===== src/sv/tsm_pkg.sv =====
`timescale 1ns / 1ps
package tsm_pkg;

	// internal fixed point: Q.30
	localparam int IQ           = 30;
	localparam int IN_W         = 24;
	localparam int SUM_W        = IN_W + 1;
	localparam int PROD_W       = SUM_W + IN_W;
	localparam int X_W          = 35;
	localparam int IP_W         = 5;
	localparam int E_W          = IQ + 1;
	localparam int ACC_W        = IQ + 3;
	localparam int RECIP_W      = 33;
	localparam int TAYLOR_TERMS = 16;
	localparam int EXP_FLUSH    = 32;
	// the power chain and the divider both take 31 stages, which keeps them aligned
	localparam int POW_STAGES   = EXP_FLUSH - 1;
	localparam int DIV_STAGES   = IQ + 1;
	localparam int QDEPTH       = 4;
	localparam int QPTR_W       = 2;

	localparam logic [E_W-1:0] IONE = E_W'(64'd1 << IQ);
	// exp(-1) in Q.30 from the same truncated series
	localparam logic [E_W-1:0] E1   = E_W'(395007543);

	// one classified item waiting between front and back
	typedef struct packed {
		logic [IN_W-1:0]  r10;
		logic [SUM_W-1:0] s;
		logic [IP_W-1:0]  ip;
		logic [IQ-1:0]    frac;
		logic             flush;
		logic             deg;
	} q_entry_t;

	// series state of one item
	typedef struct packed {
		logic [E_W-1:0]   term;
		logic [IQ-1:0]    r;
		logic [ACC_W-1:0] pos;
		logic [ACC_W-1:0] neg;
	} tay_t;

	// values that ride along with the series
	typedef struct packed {
		logic [IN_W-1:0]  r10;
		logic [SUM_W-1:0] s;
		logic [IP_W-1:0]  ip;
		logic             flush;
		logic             deg;
	} side_t;

endpackage


===== src/sv/tsm_queue.sv =====
`timescale 1ns / 1ps
module tsm_queue import tsm_pkg::*; (
	input  logic     clk,
	input  logic     arst_n,
	input  logic     push,
	input  q_entry_t din,
	input  logic     pop,
	output q_entry_t dout,
	output logic     full,
	output logic     empty
);

	q_entry_t          mem_q [0:QDEPTH-1];
	logic [QPTR_W-1:0] wr_q;
	logic [QPTR_W-1:0] rd_q;
	logic [QPTR_W:0]   cnt_q;

	assign full  = (cnt_q == (QPTR_W+1)'(QDEPTH));
	assign empty = (cnt_q == '0);
	assign dout  = mem_q[rd_q];

	// storage
	always_ff @(posedge clk) begin
		if (push)
			mem_q[wr_q] <= din;
	end

	// pointers and fill count
	always_ff @(posedge clk or negedge arst_n) begin
		if (!arst_n) begin
			wr_q  <= '0;
			rd_q  <= '0;
			cnt_q <= '0;
		end else begin
			if (push)
				wr_q <= wr_q + 1'b1;
			if (pop)
				rd_q <= rd_q + 1'b1;
			if (push && !pop)
				cnt_q <= cnt_q + 1'b1;
			else if (pop && !push)
				cnt_q <= cnt_q - 1'b1;
		end
	end

endmodule


===== config.mk =====
export PLATFORM = sky130hd
export DESIGN_NAME = tsm_queue
export DESIGN_NICKNAME = d
export VERILOG_FILES = /design/src/sv/tsm_pkg.sv /design/src/sv/tsm_queue.sv
export SDC_FILE = /design/constraint.sdc
export NUM_CORES = 1
export LEC_CHECK = 0
export BUFFER_PORTS_ARGS = -buffer_cell sky130_fd_sc_hd__buf_2
export CORE_ASPECT_RATIO = 1.2
export CORE_MARGIN = 5
export CORE_UTILIZATION = 51
export DETAILED_ROUTE_END_ITERATION = 10
export PLACE_DENSITY = 0.76
export SETUP_SLACK_MARGIN = 0.2
export SLEW_MARGIN = 5
export SYNTH_ARGS = -nofsm -noshare
export SYNTH_HDL_FRONTEND = slang
export SYNTH_SLANG_ARGS = --single-unit

===== constraint.sdc =====
create_clock -name clk -period 2.9 [get_ports clk]
set_clock_uncertainty 0.2 [all_clocks]
set_input_delay 0.58 -clock clk [delete_from_list [all_inputs] [get_ports clk]]
set_output_delay 0.58 -clock clk [all_outputs]
set_load 0.05 [all_outputs]

==> metrics.cfg <==
[status]
status=finished, final reports clean

[setup_path]
critPathMostFrequentCell=buf_4
crit_chain=buf_4 -> clkbuf_16 -> mux4_2 -> buf_4
cp.arrival_ps=2020
worst_setup_path_end_kind=primary output
critPathTopFamily=buffers and inverters
cp.required_ps=2120
cp_num_buf_inv=3
r2r_cells=3
crit_fanout=6
worstSetupStartpointType=flip-flop
slowest_delay_ps=510
crit_cells=4
cp_slowest_cell=mux4_2
path_class=flip-flop to primary output

[drt]
wl_per_cell_um=23.9
first_iter_violations=314
ant_nets=0
wirelength_mm=25.4
avgViaCountPerCell=5.46
drc=0
dr_total_vias=5802
dr.pass1.iters=4

[sta]
rsz0062_at_grt=yes
worst_slew_pin_slew_ps=533
fin_crit_ps=2800
hold_slack_ps=93.6
setup_viol=0
drv_slew=0
post-route-period-util_pct=96.6
final_hold_viol_count=0
relSlewSlack_pct=64.5
fin_setup_tns_ps=0
max_freq_mhz=357

[place]
dp_hpwl_mm=14.7
dp.cells=983
gp_congestion=0.720
io_buffer_count=177

[cts]
clkSlewWorstSetupHoldPaths_ps=70
cts_sinks=351
cts.htree.levels=2
cts_tree=built
cts_inserted_buffers=35
clock_latency_ps=500
clockBufferDepth=3
root_buffer=clkbuf_16

[cells_and_area]
seq_area_sq_um=10500
layout.nets=810
syn_to_final_growth_pct=26.9
final_util_pct=65.6
multi_input_area_sq_um=2150
fin_cells=1063
nFillCells=1571
layout-drive-gt1-share_pct=48.0

[logic_synthesis]
synth_seq_cells=351
synth.top_cell.area_share_pct=80.7
synthCells=484
synth_top_cell_by_area=edfxtp_1
ys_types=21
syn_area_sq_um=12800
synth_warnings=0
ys_seq_area_share_pct=82.1
syn_avg_cell_area_sq_um=26.4
ys_top_cells_by_area=edfxtp_1, mux4_2, dfrtp_1
syn_nets=580

[global_routing]
antenna_found_initial=5
top_usage_layer=met2
grt_pass1_wl_mm=37.6
grtUsageMet2_pct=32.4
grtUsageMet1_pct=21.0
gr-total-overflow=0
groute.usage.overall_pct=17.6
use_met3_pct=3.46
grt_pass1_vias=6377
grt_max_degree=58

[die]
coreArea_sq_um=24800
io_pins=178
die-area_sq_um=28400
die_h_um=184
initial_core_util_pct=51.7
rows=63
die_w_um=155

[min_path]
holdCritPathClass=input port to flip-flop
hold_depth=1

[pwr]
power_density_nw_per_um2=1240
peakVddDrop_mv=0.857
power.leakage_nw=5.64

[run]
max-cap-violations=0

-- final cells by class --
cell class | instances | area share, %
clock inverter | 17 | 1.29
tap | 325 | 2.50
timing repair buffer | 213 | 12.3
multi-input combinational | 109 | 13.2
inverter | 4 | 0.0925
antenna | 2 | 0.0308
clock buffer | 42 | 5.82
sequential | 351 | 64.7
-- cell usage in the layout, fill, tap and decap left out, drive strengths merged --
cell type    synthesis  layout
edfxtp             344     344
buf                 16     208
mux4                86      86
clkbuf               4      46
clkinv               0      10
dfrtp                7       7
ha                   5       5
bufinv               0       5
inv                  4       5
and2                 4       4
xor2                 4       4
diode                0       2
xnor2                2       2
nand2                2       2
nor3                 1       1
nor3b                1       1
mux2                 1       1
o21ai                1       1
nor2                 1       1
fa                   1       1
clkinvlp             0       1
dlygate4sd3          0       1
-- routing by layer --
metal | wire length [um] | share of wire [%]
met5 | 44 | 0.17
met4 | 631 | 2.5
met3 | 1350 | 5.3
met2 | 14100 | 56
met1 | 9240 | 36
-- report_power, final --
part	internal, mW	switching [mW]	leakage (nW)
Sequential	6.64	0.264	3.24
Clock	2.76	1.75	0.562
Combinational	3.50	5.18	1.84
Total	12.9	7.19	5.64
-- path summary, 6_finish.rpt --
kind	from	end	slack [ps]
setup / recovery	rd_q[0]	dout[77]	100
hold / removal	din[53]	mem_q[1][53]	90
setup reg to reg	wr_q[0]	mem_q[3][80]	1010
hold reg to reg	cnt_q[2]	cnt_q[2]	320
max in group asynchronous	arst_n	rd_q[0]	2070
min in group asynchronous	arst_n	wr_q[1]	240
-- metrics by stage --
step / total power [mW] / instance area [sq um] / worst slack [ps]
after floorplan: 12.4 / 12800 / 521
after global placement: 13.9 / 14200 / 550
after detailed placement: 14.1 / 14200 / 519
after CTS: 19.6 / 15900 / 17.6
after global routing: 20.9 / 16200 / 26.2
final: 20.1 / 16200 / 97.4
-- cells in the mapped netlist --
cell and n:
nor2_1 1, edfxtp_1 344, xnor2_1 2, xor2_1 4
clkbuf_1 4, dfrtp_1 7, buf_8 1, fa_1 1
and2_1 4, buf_4 4, nand2_1 2, buf_6 2
buf_2 8, o21ai_0 1, inv_1 4, nor3b_1 1
mux4_2 86, mux2_2 1, ha_1 5, buf_12 1
nor3_1 1
-- sequential cells by signal, summed over array words and instances, names as in the netlist --
register  count
rd_q          2
wr_q          2
cnt_q         3
mem_q       344
-- kinds of logic after synthesis --
logic type / after synthesis / synth area share [%]
fa+ha+maj: 6 / 0.645
simple gates: 9 / 0.381
flops: 351 / 82.1
xor+xnor: 6 / 0.411
buf+inv: 24 / 1.23
mux: 87 / 15.2
compound gates: 1 / 0.0391
-- what timing repair did --
item | 4_1_cts | 5_1_grt
hold buffers | 1 | 0
pin swaps | 0 | 0
buffers inserted | 10 | 0
gates cloned | 4 | 4
endpoints found under the hold margin | 7 | 0
gates resized for setup | 101 | 88
endpoints found under the setup margin | 86 | 86
No activity file was read; power rests on OpenSTA's default activity.
