<file path="src/sv/tsm_pkg.sv">
`timescale 1ns / 1ps
package tsm_pkg;

	// internal fixed point: Q.30
	localparam int IQ           = 30;
	localparam int IN_W         = 24;
	localparam int SUM_W        = IN_W + 1;
	localparam int PROD_W       = SUM_W + IN_W;
	localparam int X_W          = 35;
	localparam int IP_W         = 5;
	localparam int E_W          = IQ + 1;
	localparam int ACC_W        = IQ + 3;
	localparam int RECIP_W      = 33;
	localparam int TAYLOR_TERMS = 16;
	localparam int EXP_FLUSH    = 32;
	// the power chain and the divider both take 31 stages, which keeps them aligned
	localparam int POW_STAGES   = EXP_FLUSH - 1;
	localparam int DIV_STAGES   = IQ + 1;
	localparam int QDEPTH       = 4;
	localparam int QPTR_W       = 2;

	localparam logic [E_W-1:0] IONE = E_W'(64'd1 << IQ);
	// exp(-1) in Q.30 from the same truncated series
	localparam logic [E_W-1:0] E1   = E_W'(395007543);

	// one classified item waiting between front and back
	typedef struct packed {
		logic [IN_W-1:0]  r10;
		logic [SUM_W-1:0] s;
		logic [IP_W-1:0]  ip;
		logic [IQ-1:0]    frac;
		logic             flush;
		logic             deg;
	} q_entry_t;

	// series state of one item
	typedef struct packed {
		logic [E_W-1:0]   term;
		logic [IQ-1:0]    r;
		logic [ACC_W-1:0] pos;
		logic [ACC_W-1:0] neg;
	} tay_t;

	// values that ride along with the series
	typedef struct packed {
		logic [IN_W-1:0]  r10;
		logic [SUM_W-1:0] s;
		logic [IP_W-1:0]  ip;
		logic             flush;
		logic             deg;
	} side_t;

endpackage

</file>
<file path="src/sv/tsm_front.sv">
`timescale 1ns / 1ps
module tsm_front import tsm_pkg::*; #(
	parameter int FRAC_BITS = 16
) (
	input  logic                  s_tvalid,
	output logic                  s_tready,
	input  logic [3*IN_W-1:0]     s_tdata,
	input  logic                  q_full,
	output logic                  push,
	output q_entry_t              entry
);

	localparam int SHR = (2 * FRAC_BITS > IQ) ? 2 * FRAC_BITS - IQ : 0;
	localparam int SHL = (2 * FRAC_BITS > IQ) ? 0 : IQ - 2 * FRAC_BITS;

	logic [IN_W-1:0]   t;
	logic [IN_W-1:0]   r01;
	logic [IN_W-1:0]   r10;
	logic [SUM_W-1:0]  s;
	logic [PROD_W-1:0] prod;
	logic [63:0]       x_wide;
	logic [X_W-1:0]    x;

	// handshake: accept whenever the queue has room
	assign s_tready = ~q_full;
	assign push     = s_tvalid & ~q_full;

	// total rate, exponent and its split into integer and fraction
	always_comb begin
		t      = s_tdata[IN_W-1:0];
		r01    = s_tdata[2*IN_W-1:IN_W];
		r10    = s_tdata[3*IN_W-1:2*IN_W];
		s      = SUM_W'(r01) + SUM_W'(r10);
		prod   = PROD_W'(s) * PROD_W'(t);
		x_wide = (64'(prod) >> SHR) << SHL;
		x      = X_W'(x_wide);
		entry.r10   = r10;
		entry.s     = s;
		entry.ip    = x[X_W-1:IQ];
		entry.frac  = x[IQ-1:0];
		entry.flush = (prod >> (2 * FRAC_BITS)) >= PROD_W'(EXP_FLUSH);
		entry.deg   = (s == '0);
	end

endmodule

</file>
<file path="config.mk">
export PLATFORM = sky130hd
export DESIGN_NAME = tsm_front
export DESIGN_NICKNAME = d
export VERILOG_FILES = /design/src/sv/tsm_pkg.sv /design/src/sv/tsm_front.sv
export SDC_FILE = /design/constraint.sdc
export NUM_CORES = 2
export LEC_CHECK = 0
export ABC_AREA = 1
export ABC_CLOCK_PERIOD_IN_PS = 14700
export BUFFER_PORTS_ARGS = -buffer_cell sky130_fd_sc_hd__buf_2
export CAP_MARGIN = 20
export CORE_MARGIN = 2
export CORE_UTILIZATION = 55
export DETAILED_ROUTE_END_ITERATION = 16
export PLACE_DENSITY = 0.72
export SKIP_LAST_GASP = 1
export SYNTH_ARGS = -nofsm -noshare
export SYNTH_HDL_FRONTEND = slang
export SYNTH_SLANG_ARGS = --single-unit
</file>
<file path="constraint.sdc">
create_clock -name vclk -period 14.7
set_input_delay 2.205 -clock vclk [all_inputs]
set_output_delay 2.205 -clock vclk [all_outputs]
set_load 0.02 [all_outputs]
</file>
==> flow_summary.json <==
{
  "worst-path-buf-inv": 9,
  "die_y_um": 205,
  "crit_required_ps": 12490,
  "final_worst_path_cycle_share_pct": 88.0,
  "globalRouteTotalUtil_pct": 34.5,
  "chipWidth_um": 205,
  "remaining_drc_errors": 0,
  "cp-start-kind": "input pin",
  "outcome": "completed",
  "first_global_vias": 20100,
  "routed_via_density": 5.34,
  "share_of_the_synthesized_netlist_area_taken_by_xor_and_xnor_gates_pct": 1.58,
  "cp_max_fo": 15,
  "synthSimpleGateAreaFrac_pct": 22.8,
  "filler_cell_count": 3854,
  "die_area_mm2": 0.0419,
  "yosysSeqAreaShare_pct": 0,
  "cp_data_arrival_time_ps": 10740,
  "vias": 19200,
  "unrepaired_setup_endpoints_after_global_routing": "false",
  "ys_top_cells_by_count": "sky130_fd_sc_hd__inv_1, sky130_fd_sc_hd__nand2_1, sky130_fd_sc_hd__fa_1, sky130_fd_sc_hd__nor2_1, sky130_fd_sc_hd__ha_1",
  "antenna_found_initial": 4,
  "tightestPinTransition_ps": 958,
  "placeableCoreArea_mm2": 0.0397,
  "buffer_ports.inserted": 162,
  "hold_viol": 0,
  "grt_max_degree": 27,
  "routedWlPerCell_um": 19.3,
  "finalWeightedCongestion": 0.974,
  "cts.repair_timing.setup_buffer_count": 0,
  "final_layout_size_suffix_gt1_share_pct": 7.66,
  "synth_top_area_cell": "sky130_fd_sc_hd__fa_1",
  "n_clock_buffer": 0,
  "slowest_delay_ps": 740,
  "wirelength_um": 69300,
  "max_freq_ghz": 0.0773,
  "fin_crit_ps": 12940,
  "post_synth_inst_count": 3016,
  "total_nets_after_synthesis": 3793,
  "layout.nets": 3848,
  "yosys.cell_types.count": 39,
  "yosys.area.top_type_share_pct": 45.6,
  "drv_slew": 0,
  "crit_type": "in2out",
  "design.seq.count": 0,
  "place_hpwl_um": 59400,
  "route.antenna.remaining_nets": 0,
  "post-synth-top-count-cell": "sky130_fd_sc_hd__inv_1",
  "min-delay-path-class": "in2out",
  "dominant_combinational_cell_family_by_area_after_synthesis": "adder cells",
  "cts_resized": 0,
  "synth_warnings": 0,
  "layout.area.seq_um2": 0,
  "grt_overflow_total": 0,
  "synth.area.mux_share_pct": 0,
  "initial_drc_count": 1836,
  "synth-adder-area-share_pct": 56.8,
  "cts-hold-fix-buffers": 0,
  "worst_slew_margin_rel_pct": 36.0,
  "placementRows": 73,
  "synth.top_cells.by_area": "sky130_fd_sc_hd__fa_1, sky130_fd_sc_hd__inv_1, sky130_fd_sc_hd__nand2_1, sky130_fd_sc_hd__ha_1, sky130_fd_sc_hd__nor2_1",
  "max_cap_violations": 0,
  "crit_path_top_delay_cell": "sky130_fd_sc_hd__xor2_2",
  "synth_area_mm2": 0.0222,
  "wire_length_of_the_first_global_routing_pass_um": 110000,
  "drt_pre_antenna_iters": 6,
  "setup_total_negative_slack_ps": 0,
  "compound_gate_fraction_of_synth_area_pct": 2.11,
  "layout-area-overhead-vs-synth_pct": 4.09,
  "avg_inst_size_synth_um2": 7.35,
  "path_common_cell": "sky130_fd_sc_hd__nand2_1",
  "critPathTopFamily": "adder cells",
  "setup_viol_count_final": 0,
  "critPathCaptureType": "primary output",
  "floorplan.initialDensity_pct": 55.8,
  "multi_input_comb_area_mm2": 0.0185,
  "top_level_ports": 162
}
-- metrics by stage --
step | setup WS (ps) | instance area (um2) | utilization, % | std cells | hold WS [ps]
2_1_floorplan | 3450 | 22200 | - | 3016 | 4490
3_3_place_gp | 2100 | 23100 | 58.0 | 3594 | 4640
3_5_place_dp | 1970 | 23100 | 58.0 | 3594 | 4650
4_1_cts | 1920 | 23100 | 58.0 | 3594 | 4650
5_1_grt | 1290 | 23100 | 58.0 | 3594 | 4650
6_report | 1760 | 23100 | 58.1 | 3596 | 4650
-- cell usage in the layout, fill, tap and decap left out, types with 8 or more instances in the layout --
master,Yosys,layout
sky130_fd_sc_hd__a21oi_1,48,48
sky130_fd_sc_hd__a31oi_1,8,8
sky130_fd_sc_hd__buf_2,26,162
sky130_fd_sc_hd__clkinv_1,12,12
sky130_fd_sc_hd__fa_1,505,505
sky130_fd_sc_hd__ha_1,198,198
sky130_fd_sc_hd__inv_1,801,801
sky130_fd_sc_hd__inv_2,18,18
sky130_fd_sc_hd__nand2_1,699,699
sky130_fd_sc_hd__nand2_2,21,21
sky130_fd_sc_hd__nand3_1,57,57
sky130_fd_sc_hd__nand3b_1,12,12
sky130_fd_sc_hd__nand4_1,13,13
sky130_fd_sc_hd__nor2_1,411,411
sky130_fd_sc_hd__nor2_2,14,14
sky130_fd_sc_hd__o21bai_1,9,9
sky130_fd_sc_hd__xnor2_1,15,15
sky130_fd_sc_hd__xor2_1,18,18
-- routing by layer --
metal | vias up | global-route usage (%) | share of wire, %
met2 | 980 | 54.1 | 44
li1 | 8652 | - | -
met4 | 4 | 11.8 | 4.6
met3 | 188 | 9.43 | 12
met1 | 9362 | 46.2 | 40
met5 | - | 0 | 0.036
-- logic make-up after synthesis --
| group | count (synthesis) |
|---|---|
| adder cells (fa/ha/maj) | 703 |
| AND/OR/NAND/NOR | 1253 |
| AO/OA/AOI/OAI | 81 |
| buffers and inverters | 943 |
| XOR/XNOR | 36 |
-- worst paths after layout --
| path | startpoint | endpoint | slack [ps] | cells after the start |
|---|---|---|---|---|
| max | s_tdata[48] | entry[1] | 1760 | 38 |
| min | s_tdata[68] | entry[82] | 4650 | 2 |
-- final cells by class --
class,count,area share [%]
antenna,2,0.0217
inverter,831,13.5
multi-input combinational,2073,80.0
tap,525,2.85
timing repair buffer,165,3.61
Power is left out: the tool's default activity adds up to more than one toggle a clock period on the data nets, which glitch-free logic cannot reach.
